## src/rtl/core/dvt_pkg.sv

```systemverilog
// Shared types, codes and default values for the detection vote table.
`default_nettype none

package dvt_pkg;

	localparam int DEF_TABLE_DEPTH      = 16;
	localparam int DEF_RADIUS_FRAC_BITS = 4;
	localparam int DEF_COORD_BITS       = 12;

	localparam int RADIUS_BITS    = 11;
	localparam int VOTE_BITS      = 8;
	localparam int CFG_INDEX_BITS = 3;

	localparam int MIN_RADIUS_RESET   = 80;
	localparam int MAX_RADIUS_RESET   = 480;
	localparam int FRAME_WIDTH_RESET  = 1280;
	localparam int FRAME_HEIGHT_RESET = 720;
	localparam int VOTE_LIMIT_RESET   = 7;

	typedef enum logic [CFG_INDEX_BITS-1:0] {
		REG_MIN_RADIUS   = 3'd0,
		REG_MAX_RADIUS   = 3'd1,
		REG_FRAME_WIDTH  = 3'd2,
		REG_FRAME_HEIGHT = 3'd3,
		REG_VOTE_LIMIT   = 3'd4
	} reg_index_t;

	typedef enum logic [2:0] {
		STAT_REJECTED = 3'd0,
		STAT_VOTED    = 3'd1,
		STAT_ADDED    = 3'd2,
		STAT_FULL     = 3'd3,
		STAT_CLEARED  = 3'd4
	} status_t;

	typedef struct packed {
		logic load;
		logic scan_start;
		logic scan_read;
		logic update;
	} dvt_cmd_t;

	typedef struct packed {
		logic is_clear;
		logic table_empty;
		logic scan_last;
		logic out_free;
	} dvt_stat_t;

endpackage

`default_nettype wire

```

## src/rtl/core/detection_vote_table_top.sv

```systemverilog
// Top level of the detection vote table: configuration registers, controller and datapath.
`default_nettype none

// An item goes from its accepting beat through the start, scan, drain and update states to
// its result beat: every detect item reads all valid entries through the single read port
// of the entry memory, one entry per cycle, to find the highest matching entry and to
// gather the confirmed flag; a clear item or an empty table skips scan and drain. The next
// item is accepted once the table update is done, even while the result beat still waits.
// Configuration writes take effect at once and belong in idle periods.
module detection_vote_table_top
	import dvt_pkg::*;
#(
	parameter int TABLE_DEPTH      = DEF_TABLE_DEPTH,
	parameter int RADIUS_FRAC_BITS = DEF_RADIUS_FRAC_BITS,
	parameter int COORD_BITS       = DEF_COORD_BITS,
	localparam int IDX_W      = (TABLE_DEPTH > 1) ? $clog2(TABLE_DEPTH) : 1,
	localparam int CNT_W      = $clog2(TABLE_DEPTH + 1),
	localparam int CFG_DATA_W = (COORD_BITS > RADIUS_BITS) ? COORD_BITS : RADIUS_BITS
) (
	input  wire                      clk,
	input  wire                      arst_n,
	input  wire                      cfg_wr_en,
	input  wire [CFG_INDEX_BITS-1:0] cfg_index,
	input  wire [CFG_DATA_W-1:0]     cfg_data,
	input  wire                      in_valid,
	output logic                     in_ready,
	input  wire                      mode,
	input  wire [COORD_BITS-1:0]     center_x,
	input  wire [COORD_BITS-1:0]     center_y,
	input  wire [RADIUS_BITS-1:0]    circle_radius,
	output logic                     out_valid,
	input  wire                      out_ready,
	output logic [2:0]               status,
	output logic [IDX_W-1:0]         entry_index,
	output logic [VOTE_BITS-1:0]     entry_vote,
	output logic [CNT_W-1:0]         entry_count,
	output logic                     confirmed
);

	logic [RADIUS_BITS-1:0] min_radius_q;
	logic [RADIUS_BITS-1:0] max_radius_q;
	logic [COORD_BITS-1:0]  frame_width_q;
	logic [COORD_BITS-1:0]  frame_height_q;
	logic [VOTE_BITS-1:0]   vote_limit_q;

	dvt_cmd_t  cmd;
	dvt_stat_t stat;

	always_ff @(posedge clk or negedge arst_n) begin
		if (!arst_n) begin
			min_radius_q   <= RADIUS_BITS'(MIN_RADIUS_RESET);
			max_radius_q   <= RADIUS_BITS'(MAX_RADIUS_RESET);
			frame_width_q  <= COORD_BITS'(FRAME_WIDTH_RESET);
			frame_height_q <= COORD_BITS'(FRAME_HEIGHT_RESET);
			vote_limit_q   <= VOTE_BITS'(VOTE_LIMIT_RESET);
		end else if (cfg_wr_en) begin
			case (cfg_index)
				REG_MIN_RADIUS:   min_radius_q   <= cfg_data[RADIUS_BITS-1:0];
				REG_MAX_RADIUS:   max_radius_q   <= cfg_data[RADIUS_BITS-1:0];
				REG_FRAME_WIDTH:  frame_width_q  <= cfg_data[COORD_BITS-1:0];
				REG_FRAME_HEIGHT: frame_height_q <= cfg_data[COORD_BITS-1:0];
				REG_VOTE_LIMIT:   vote_limit_q   <= cfg_data[VOTE_BITS-1:0];
				default: ;
			endcase
		end
	end

	dvt_ctrl u_ctrl (
		.clk      (clk),
		.arst_n   (arst_n),
		.in_valid (in_valid),
		.in_ready (in_ready),
		.stat     (stat),
		.cmd      (cmd)
	);

	dvt_datapath #(
		.TABLE_DEPTH      (TABLE_DEPTH),
		.RADIUS_FRAC_BITS (RADIUS_FRAC_BITS),
		.COORD_BITS       (COORD_BITS)
	) u_datapath (
		.clk           (clk),
		.arst_n        (arst_n),
		.cmd           (cmd),
		.stat          (stat),
		.in_mode       (mode),
		.in_x          (center_x),
		.in_y          (center_y),
		.in_radius     (circle_radius),
		.min_radius    (min_radius_q),
		.max_radius    (max_radius_q),
		.frame_width   (frame_width_q),
		.frame_height  (frame_height_q),
		.vote_limit    (vote_limit_q),
		.out_valid     (out_valid),
		.out_ready     (out_ready),
		.out_status    (status),
		.out_index     (entry_index),
		.out_vote      (entry_vote),
		.out_count     (entry_count),
		.out_confirmed (confirmed)
	);

	// An accepted beat keeps the input closed until its table update is done.
	assert property (@(posedge clk) disable iff (!arst_n)
		in_valid && in_ready |=> !in_ready)
		else $error("input accepted during item processing");

	assert property (@(posedge clk) disable iff (!arst_n)
		out_valid |-> entry_count <= CNT_W'(TABLE_DEPTH))
		else $error("entry count beyond table depth");

	assert property (@(posedge clk) disable iff (!arst_n)
		out_valid && status == STAT_CLEARED |-> entry_count == '0 && !confirmed)
		else $error("clear result reports a non-empty table");

	assert property (@(posedge clk) disable iff (!arst_n)
		out_valid && (status == STAT_REJECTED || status == STAT_FULL)
		|-> entry_index == '0 && entry_vote == '0)
		else $error("dropped item reports an entry");

endmodule

`default_nettype wire

```

## src/rtl/core/dvt_ctrl.sv

```systemverilog
// Sequencing state machine for the detection vote table.
`default_nettype none

module dvt_ctrl
	import dvt_pkg::*;
(
	input  wire        clk,
	input  wire        arst_n,
	input  wire        in_valid,
	output logic       in_ready,
	input  dvt_stat_t  stat,
	output dvt_cmd_t   cmd
);

	typedef enum logic [4:0] {
		S_IDLE   = 5'b00001,
		S_START  = 5'b00010,
		S_SCAN   = 5'b00100,
		S_DRAIN  = 5'b01000,
		S_UPDATE = 5'b10000
	} state_t;

	state_t state_q, state_d;

	always_ff @(posedge clk or negedge arst_n) begin
		if (!arst_n) begin
			state_q <= S_IDLE;
		end else begin
			state_q <= state_d;
		end
	end

	always_comb begin
		state_d  = state_q;
		cmd      = '0;
		in_ready = 1'b0;
		case (state_q)
			S_IDLE: begin
				in_ready = 1'b1;
				if (in_valid) begin
					cmd.load = 1'b1;
					state_d  = S_START;
				end
			end
			S_START: begin
				if (stat.is_clear || stat.table_empty) begin
					state_d = S_UPDATE;
				end else begin
					cmd.scan_start = 1'b1;
					state_d        = S_SCAN;
				end
			end
			S_SCAN: begin
				cmd.scan_read = 1'b1;
				if (stat.scan_last) begin
					state_d = S_DRAIN;
				end
			end
			S_DRAIN: begin
				state_d = S_UPDATE;
			end
			S_UPDATE: begin
				if (stat.out_free) begin
					cmd.update = 1'b1;
					state_d    = S_IDLE;
				end
			end
			default: begin
				state_d = S_IDLE;
			end
		endcase
	end

endmodule

`default_nettype wire

```

## src/rtl/core/dvt_datapath.sv

```systemverilog
// Entry memory, match scan, table update and result register of the vote table.
`default_nettype none

module dvt_datapath
	import dvt_pkg::*;
#(
	parameter int TABLE_DEPTH      = DEF_TABLE_DEPTH,
	parameter int RADIUS_FRAC_BITS = DEF_RADIUS_FRAC_BITS,
	parameter int COORD_BITS       = DEF_COORD_BITS,
	localparam int IDX_W = (TABLE_DEPTH > 1) ? $clog2(TABLE_DEPTH) : 1,
	localparam int CNT_W = $clog2(TABLE_DEPTH + 1)
) (
	input  wire                    clk,
	input  wire                    arst_n,
	input  dvt_cmd_t               cmd,
	output dvt_stat_t              stat,
	input  wire                    in_mode,
	input  wire [COORD_BITS-1:0]   in_x,
	input  wire [COORD_BITS-1:0]   in_y,
	input  wire [RADIUS_BITS-1:0]  in_radius,
	input  wire [RADIUS_BITS-1:0]  min_radius,
	input  wire [RADIUS_BITS-1:0]  max_radius,
	input  wire [COORD_BITS-1:0]   frame_width,
	input  wire [COORD_BITS-1:0]   frame_height,
	input  wire [VOTE_BITS-1:0]    vote_limit,
	output logic                   out_valid,
	input  wire                    out_ready,
	output logic [2:0]             out_status,
	output logic [IDX_W-1:0]       out_index,
	output logic [VOTE_BITS-1:0]   out_vote,
	output logic [CNT_W-1:0]       out_count,
	output logic                   out_confirmed
);

	localparam int FX_W   = COORD_BITS + RADIUS_FRAC_BITS;
	localparam int WIDE_W = ((FX_W > RADIUS_BITS) ? FX_W : RADIUS_BITS) + 1;

	typedef struct packed {
		logic [COORD_BITS-1:0]  x;
		logic [COORD_BITS-1:0]  y;
		logic [RADIUS_BITS-1:0] r;
		logic [VOTE_BITS-1:0]   vote;
	} entry_t;

	entry_t mem [TABLE_DEPTH];
	entry_t rd_q;
	entry_t hit_entry_q;
	entry_t wr_data;
	logic [IDX_W-1:0] wr_addr;
	logic             wr_en;

	logic                   mode_q;
	logic [COORD_BITS-1:0]  cx_q;
	logic [COORD_BITS-1:0]  cy_q;
	logic [RADIUS_BITS-1:0] r_q;

	logic [CNT_W-1:0] fill_q;
	logic [CNT_W-1:0] fill_m1;
	logic [IDX_W-1:0] idx_q;
	logic [IDX_W-1:0] idx_s1;
	logic [IDX_W-1:0] hit_idx_q;
	logic             valid_s1;
	logic             hit_q;
	logic             over_q;
	logic             out_valid_q;

	status_t        status_q;
	logic [IDX_W-1:0]     index_q;
	logic [VOTE_BITS-1:0] vote_q;
	logic [CNT_W-1:0]     count_q;
	logic                 confirmed_q;

	logic [WIDE_W-1:0] px, py, rw, fw, fh, ex, ey, er;
	logic in_square, item_ok, full, voted, added;
	logic [VOTE_BITS-1:0] new_vote;
	status_t        status_d;
	logic [IDX_W-1:0]     index_d;
	logic [VOTE_BITS-1:0] vote_d;
	logic [CNT_W-1:0]     fill_d;
	logic                 confirmed_d;

	assign px = WIDE_W'(cx_q) << RADIUS_FRAC_BITS;
	assign py = WIDE_W'(cy_q) << RADIUS_FRAC_BITS;
	assign rw = WIDE_W'(r_q);
	assign fw = WIDE_W'(frame_width) << RADIUS_FRAC_BITS;
	assign fh = WIDE_W'(frame_height) << RADIUS_FRAC_BITS;
	assign ex = WIDE_W'(rd_q.x) << RADIUS_FRAC_BITS;
	assign ey = WIDE_W'(rd_q.y) << RADIUS_FRAC_BITS;
	assign er = WIDE_W'(rd_q.r);

	assign in_square = (ex < px + er) && (ex + er > px) && (ey < py + er) && (ey + er > py);

	assign item_ok = (r_q > min_radius) && (r_q < max_radius) &&
		(px > rw) && (px + rw < fw) && (py > rw) && (py + rw < fh);

	assign fill_m1  = fill_q - CNT_W'(1);
	assign full     = (fill_q == CNT_W'(TABLE_DEPTH));
	assign voted    = !mode_q && item_ok && hit_q;
	assign added    = !mode_q && item_ok && !hit_q && !full;
	assign new_vote = (hit_entry_q.vote == {VOTE_BITS{1'b1}}) ? hit_entry_q.vote :
		hit_entry_q.vote + VOTE_BITS'(1);

	always_comb begin
		if (mode_q) begin
			status_d = STAT_CLEARED;
		end else if (!item_ok) begin
			status_d = STAT_REJECTED;
		end else if (hit_q) begin
			status_d = STAT_VOTED;
		end else if (full) begin
			status_d = STAT_FULL;
		end else begin
			status_d = STAT_ADDED;
		end
		index_d     = voted ? hit_idx_q : (added ? fill_q[IDX_W-1:0] : '0);
		vote_d      = voted ? new_vote : '0;
		fill_d      = mode_q ? '0 : (added ? fill_q + CNT_W'(1) : fill_q);
		confirmed_d = !mode_q && (over_q || (voted && (new_vote > vote_limit)));
		wr_en       = cmd.update && (voted || added);
		wr_addr     = voted ? hit_idx_q : fill_q[IDX_W-1:0];
		if (voted) begin
			wr_data      = hit_entry_q;
			wr_data.vote = new_vote;
		end else begin
			wr_data.x    = cx_q;
			wr_data.y    = cy_q;
			wr_data.r    = r_q;
			wr_data.vote = '0;
		end
	end

	always_ff @(posedge clk) begin
		if (wr_en) begin
			mem[wr_addr] <= wr_data;
		end
		if (cmd.scan_read) begin
			rd_q <= mem[idx_q];
		end
	end

	always_ff @(posedge clk) begin
		if (cmd.load) begin
			mode_q <= in_mode;
			cx_q   <= in_x;
			cy_q   <= in_y;
			r_q    <= in_radius;
		end
		if (cmd.scan_read) begin
			idx_s1 <= idx_q;
		end
		if (valid_s1 && in_square && !hit_q) begin
			hit_idx_q   <= idx_s1;
			hit_entry_q <= rd_q;
		end
		if (cmd.update) begin
			status_q    <= status_d;
			index_q     <= index_d;
			vote_q      <= vote_d;
			count_q     <= fill_d;
			confirmed_q <= confirmed_d;
		end
	end

	always_ff @(posedge clk or negedge arst_n) begin
		if (!arst_n) begin
			fill_q      <= '0;
			idx_q       <= '0;
			valid_s1    <= 1'b0;
			hit_q       <= 1'b0;
			over_q      <= 1'b0;
			out_valid_q <= 1'b0;
		end else begin
			valid_s1 <= cmd.scan_read;
			if (cmd.scan_start) begin
				idx_q <= fill_m1[IDX_W-1:0];
			end else if (cmd.scan_read) begin
				idx_q <= idx_q - IDX_W'(1);
			end
			if (cmd.load) begin
				hit_q  <= 1'b0;
				over_q <= 1'b0;
			end else if (valid_s1) begin
				if (in_square) begin
					hit_q <= 1'b1;
				end
				if (rd_q.vote > vote_limit) begin
					over_q <= 1'b1;
				end
			end
			if (cmd.update) begin
				fill_q      <= fill_d;
				out_valid_q <= 1'b1;
			end else if (out_ready) begin
				out_valid_q <= 1'b0;
			end
		end
	end

	assign stat.is_clear    = mode_q;
	assign stat.table_empty = (fill_q == '0);
	assign stat.scan_last   = (idx_q == '0);
	assign stat.out_free    = !out_valid_q || out_ready;

	assign out_valid     = out_valid_q;
	assign out_status    = status_q;
	assign out_index     = index_q;
	assign out_vote      = vote_q;
	assign out_count     = count_q;
	assign out_confirmed = confirmed_q;

endmodule

`default_nettype wire
```

## config.mk

```make
export PLATFORM = sky130hd
export DESIGN_NAME = detection_vote_table_top
export DESIGN_NICKNAME = d
export VERILOG_FILES = /design/src/rtl/core/dvt_pkg.sv /design/src/rtl/core/detection_vote_table_top.sv /design/src/rtl/core/dvt_ctrl.sv /design/src/rtl/core/dvt_datapath.sv
export SDC_FILE = /design/constraint.sdc
export NUM_CORES = 1
export LEC_CHECK = 0
export BUFFER_PORTS_ARGS = -buffer_cell sky130_fd_sc_hd__buf_2
export CAP_MARGIN = 20
export CORE_MARGIN = 2
export CORE_UTILIZATION = 35
export DETAILED_ROUTE_END_ITERATION = 8
export GPL_ROUTABILITY_DRIVEN = 0
export GPL_TIMING_DRIVEN = 0
export PLACE_DENSITY = 0.53
export SYNTH_ARGS = -nofsm -noshare
export SYNTH_HDL_FRONTEND = slang
export SYNTH_SLANG_ARGS = --single-unit
```

## constraint.sdc

```tcl
create_clock -name clk -period 6.9 [get_ports clk]
set_input_delay 1.035 -clock clk [delete_from_list [all_inputs] [get_ports clk]]
set_output_delay 1.035 -clock clk [all_outputs]
set_load 0.02 [all_outputs]
```

Yosys cells after proc, flatten, opt, wreduce, memory -nomap -nowiden --
Memory sizes are Yosys's and may differ from the RTL's. A register that Yosys moved wholly into a read port is not among the register bits. Index checks and enable logic that the tools add are counted.
Cells by class: shifts and indexed selects 0, divide/modulo/power cells 0, bitwise logic cells 1, equal/unequal tests 14, mux-type cells 34, order comparisons 12, multipliers 0, reductions and logical operators 43, add/subtract/negate cells 10
Operators by type and width (number):
- $add A16 B11 Y17 | 6
- $mux W43 | 1
- $gt A17 B16 Y1 | 2
- $lt A16 B17 Y1 | 2
- $lt A17 B16 Y1 | 2
- $gt A16 B11 Y1 | 2
- $mux W5 | 6
- $pmux W5 S5 | 1
- $mux W4 | 5
- $mux W1 | 19
- $logic_and A1 B1 Y1 | 17
- $gt A8 B8 Y1 | 2
- $reduce_and A2 Y1 | 7
- $gt A11 B11 Y1 | 1
- $lt A11 B11 Y1 | 1
- $eq A5 B5 Y1 const B | 2
- $reduce_bool A2 Y1 | 5
- $add A8 B1 Y8 const B | 1
- $eq A8 B8 Y1 const B | 1
- $mux W8 | 1
- $sub A4 B1 Y4 const B | 2
- $eq A3 B2 Y1 const B | 2
- $ne A2 B2 Y1 const B | 3
- $add A5 B1 Y5 const B | 1
- 16 further kinds | 22
Storage, ports and cells: bits in latches 0, register bits 180, bits in writable memories 688, logic and storage cells 144, memory bits (read-only) 0, memories kept 1
Memories:
- u_datapath.mem | words 16, width 43, read ports 1, clocked after Yosys merged registers in 1, wr ports 1, line dvt_datapath.sv:45 | entry_t mem [TABLE_DEPTH];

Longest topological paths before layout --
depth after elaboration 13, mapped depth 21

Cells and area by module --
From an unflattened synthesis, not the netlist that was laid out.
Second synthesis, totals: cells, all modules 2223, area total of the unflattened synthesis 39621.8 um^2
By module, submodules not included:
- dvt_datapath | area an instance 37038.0 um^2, times used 1, sequential area each 25519.5 um^2, cells an instance 2073
- detection_vote_table_top | area an instance 2257.2 um^2, times used 1, sequential area each 1370.1 um^2, cells an instance 118
- dvt_ctrl | area an instance 326.6 um^2, times used 1, sequential area each 126.4 um^2, cells an instance 32

Worst setup path before layout --
No wires, ideal clock.
path kind register -> register, start register u_datapath.r_q[5], end memory u_datapath.mem[15][0] (netlist bit), enable pin, library setup time 0.458 ns, setup slack 0.324 ns, period minus slack after synthesis 6.576 ns, stages on the path, launching flop included 20, data arrival time 6.118 ns, path buffers 1, path through edfxtp_1 -> inv_1 -> ha_1 -> o21bai_1 -> a21oi_1 -> o21bai_1 -> a21oi_1 -> o31ai_1 -> nand3_1 -> xnor2_1 -> ha_1 -> or4_1 -> a21oi_1 -> nand3_1 -> a211oi_1 -> and4_1 -> nand2_1 -> buf_2 -> or3_1 -> a21oi_1
Between the ends: longest elaborated chain between the ends 13
Ends and longest elaborated chain:
- from (decl) | line dvt_datapath.sv:55 | logic [RADIUS_BITS-1:0] r_q;
- from (signal assigned) | line dvt_datapath.sv:146 | r_q <= in_radius;
- branches (longest 5 deep; another with $add A16 B11 Y17)
- $logic_and A1 B1 Y1 * | line dvt_datapath.sv:94 | (px > rw) && (px + rw < fw) && (py > rw) && (py + rw < fh);
- $logic_and A1 B1 Y1 * | line dvt_datapath.sv:98, dvt_datapath.sv:99
- $logic_and A1 B1 Y1 (2 in a row) | line dvt_datapath.sv:99 | assign added = !mode_q && item_ok && !hit_q && !full;
- $logic_or A1 B1 Y1 | line dvt_datapath.sv:119 | wr_en = cmd.update && (voted || added);
- $logic_and A1 B1 Y1 | line dvt_datapath.sv:119
- $mux W1 | line dvt_datapath.sv:133 | if (wr_en) begin
- $mux W1 (not written as such) | line dvt_datapath.sv:134 | mem[wr_addr] <= wr_data;
- to (decl) | line dvt_datapath.sv:45
Every way passes the cells marked *.

Worst setup path in the final report --
start register u_datapath.r_q[5], end memory u_datapath.mem[1][34] (netlist bit), enable pin
Same word-level chain as after synthesis.

==> results.py <==
metrics = {
    "clock_tree": {
        "clk_pin_slew_ns": 0.06,
        "cts_sinks": 911,
        "htreeDepth": 3,
        "cts_made_buffers": 94,
        "cts_root_buf": "clkbuf_16",
        "cts_tree": "yes",
        "hold_buffers": 0,
        "clockBufferDepth": 3,
        "insertion_delay_ns": 0.66,
    },
    "routing": {
        "ant_nets": 0,
        "remaining_drc_errors": 0,
        "drt-initial-drc-count": 1828,
        "vias_per_cell": 5.285,
        "vias": 21379,
        "wirelength_mm": 104.5,
        "wl_per_cell_um": 25.84,
        "dr.pass1.iters": 5,
    },
    "synth": {
        "synthCells": 2242,
        "ys.flop_type": "edfxtp_1",
        "synthesis.area_um2": 39330,
        "synth_fp_nets": 2472,
        "synth-edff-count": 839,
        "synth_cell_types": 70,
        "async_flop_share_pct": 7.903,
        "synth_warnings": 0,
        "synth.yosys.seq_area_share_pct": 68.69,
        "syn_avg_cell_area_um2": 17.54,
        "ys_seq_elements": 911,
    },
    "placement": {
        "dpl.hpwl_mm": 74.06,
        "dpl_cell_area_um2": 42710,
        "placedCellCount": 3857,
        "portBuffers": 78,
    },
    "setup_path": {
        "worst-path-max-fanout": 16,
        "path_cells": "inv_1, ha_1, o21bai_1, a21oi_1, o21bai_1, a21oi_1, o31ai_1, nand3_1, xnor2_1, ha_1, or4_1, a21oi_1, nand3_1, a211oi_1, nand3_1, nor2_2, nand3_1, nor2_4, buf_12",
        "cp_top_family": "simple AND/OR/NAND/NOR gates",
        "crit_cells": 19,
        "crit_required_ns": 7.23,
        "reg2reg_from": "u_datapath.r_q[5]",
        "cp.arrival_ns": 6.76,
        "critPathLaunch": "u_datapath.r_q[5]",
        "critPathCaptureType": "flop",
        "cp_common_cell": "nand3_1",
        "rr_worst_depth": 19,
        "rr_endpoint": "u_datapath.mem[1][34]",
        "crit_buf_inv": 2,
        "crit_path_start_kind": "flop",
        "slowest_delay_ns": 0.66,
        "rrSetupSlack_ns": 0.47,
        "endpoint": "u_datapath.mem[1][34]",
        "worstSetupPathType": "flop to flop",
        "cp_slowest_cell": "edfxtp_1",
    },
    "floorplan": {
        "dieWidth_um": 339.2,
        "die_h_um": 339.2,
        "io_pins": 79,
        "die_area_um2": 115100,
        "start_util_pct": 35.39,
        "core-area_um2": 111100,
        "rows": 122,
    },
    "global_route": {
        "grt_max_degree": 69,
        "antenna_found_initial": 0,
        "grt_pass1_vias": 22303,
        "grt_usage_pct": 18.14,
        "overflow": 0,
        "grt_pass1_wl_mm": 152.1,
    },
    "timing": {
        "maxSlewViolCount": 0,
        "rsz0062_at_grt": "no",
        "timing.fmax_mhz": 155.4,
        "finalWorstPathRequiredPeriod_ns": 6.435,
        "final.period_utilization_pct": 93.26,
        "setup_viol": 0,
        "tns_ns": 0,
        "max_slew_margin_pct": 25.21,
        "finClkSkew_ns": 0.03438,
        "whs_ns": 0.1812,
        "hold_violations": 0,
        "worst_slew_pin_slew_ns": 1.122,
    },
    "worst_hold_path": {
        "min_path_type": "input port to asynchronous set/reset pin",
    },
    "status": {
        "run_status": "complete, no violations",
    },
    "cells_and_area": {
        "final_cells": 4045,
        "design_area_um2": 45950,
        "nets": 2709,
        "diodes": 0,
        "drive_above_1_share_pct": 22.92,
        "syn2layout_area_growth_pct": 16.84,
        "fillers": 9912,
    },
    "flow_run": {
        "maxCapViolCount": 0,
    },
    "pwr": {
        "p_per_area_nw_per_um2": 344.0,
        "leakagePower_nw": 16.00,
        "ir_worst_vdd_uv": 224.1,
        "p_total_mw": 15.81,
    },
}
==> metrics by stage <==
stage,setup WS (ns),utilization [%]
detailed placement,-0.1575,38.43
floorplan,0.3241,-
global placement,-4.309,37.42
finish,0.4651,41.35
global route,0.09131,41.35
CTS,0.01343,41.17
==> cells in the mapped netlist, drive strengths merged, types with 3 or more instances <==
cell type / number / share of area [%]
edfxtp: 839 / 64
mux4: 197 / 11
ha: 168 / 5.3
inv: 120 / 1.1
nand2: 93 / 0.89
o21ai: 88 / 1.1
nor2: 75 / 0.73
a21oi: 69 / 0.88
dfrtp: 56 / 3.6
mux2: 56 / 1.6
clkbuf: 54 / 0.52
xnor2: 53 / 1.2
mux2i: 34 / 0.87
nand3: 33 / 0.42
buf: 28 / 0.31
and3: 21 / 0.33
nor2b: 20 / 0.32
nand4: 19 / 0.30
nand2b: 17 / 0.27
dfstp: 16 / 1.1
nor3: 16 / 0.20
a21o: 14 / 0.27
a31oi: 14 / 0.22
o21a: 13 / 0.25
xor2: 13 / 0.29
o21bai: 12 / 0.23
o22ai: 11 / 0.17
nor4: 9 / 0.22
and4: 8 / 0.18
fa: 6 / 0.31
a211oi: 5 / 0.095
or3: 5 / 0.080
o31ai: 4 / 0.076
or4: 4 / 0.076
a22o: 3 / 0.067
and2: 3 / 0.048
o2111ai: 3 / 0.067
o211ai: 3 / 0.057
o221ai: 3 / 0.067
==> worst min-delay path by stage <==
stage / start / endpoint / slack [ns] / cells after the start
after global placement: u_datapath.idx_s1[0] / u_datapath.hit_idx_q[0] / 0.41 / 0
after global routing: arst_n / vote_limit_q[7] / 0.16 / 1
after CTS: arst_n / vote_limit_q[4] / 0.15 / 1
final: arst_n / vote_limit_q[5] / 0.18 / 1
after floorplan: u_datapath.idx_s1[0] / u_datapath.hit_idx_q[0] / 0.40 / 0
after detailed placement: u_datapath.idx_s1[0] / u_datapath.hit_idx_q[0] / 0.41 / 0
==> flip-flops by register name (all words and copies together), names as in the netlist, 12 cells and up <==
signal and cells:
frame_height_q 12, frame_width_q 12, u_datapath.cx_q 12, u_datapath.cy_q 12, u_datapath.ex 12, u_datapath.ey 12
u_datapath.hit_entry_q 43, u_datapath.mem 688
==> cell families (layout without fill, tap and decap cells) <==
family,Yosys count,count (layout),synth area share [%]
flops,911,911,68.69
simple gates,335,335,4.333
mux,287,287,13.75
compound gates,265,265,4.117
buf+inv,204,519,1.985
fa+ha+maj,174,174,5.650
xor+xnor,66,66,1.470
==> worst register-to-register path: cells and delay by family, from the launching register on <==
kind / cells / cell delay (ns)
buf+inv: 2 / 0.54
xor+xnor: 1 / 0.22
fa+ha+maj: 2 / 0.60
flops: 1 / 0.66
compound gates: 7 / 1.49
simple gates: 7 / 2.55
==> area by class of cell <==
| cell class | instances | area (um^2) | share of cell area (%) |
|---|---|---|---|
| Inverter | 122 | 460.4 | 1.002 |
| Sequential cell | 911 | 27020 | 58.79 |
| Timing Repair Buffer | 141 | 1578 | 3.434 |
| Clock inverter | 60 | 539.3 | 1.174 |
| Tap cell | 1488 | 1862 | 4.052 |
| Clock buffer | 114 | 2500 | 5.440 |
| Buffer | 82 | 322.8 | 0.7025 |
| Multi-Input combinational cell | 1127 | 11670 | 25.40 |
==> placed cells by master (no fill, tap or decap), drive strengths merged, types with 21 or more instances in the layout <==
cell    instances
nand2          93
buf           168
mux2           56
mux2i          34
nor2           75
mux4          197
o21ai          88
clkbuf        169
edfxtp        839
inv           122
ha            168
and3           21
nand3          33
dfrtp          56
xnor2          53
clkinv         50
a21oi          69
==> layer usage <==
metal | share of wire, % | global-route usage [%] | vias to the layer above
li1 | - | - | 9371
met1 | 43 | 24.03 | 11237
met2 | 49 | 30.63 | 619
met3 | 5.4 | 3.052 | 152
met4 | 2.8 | 5.485 | 0
met5 | 0 | 0 | -
==> power by group <==
group | switching (mW) | total, mW | internal (mW)
registers | 0.217 | 6.70 | 6.48
logic | 2.28 | 4.11 | 1.83
clock network | 2.14 | 5.00 | 2.85
total | 4.64 | 15.8 | 11.2
==> timing repair <==
item,CTS,global route
gates resized for setup,1,0
pin swaps,0,3
setup endpoints to repair,29,151
buffers inserted,0,11
Note: power is estimated with default switching activity, not from simulation.
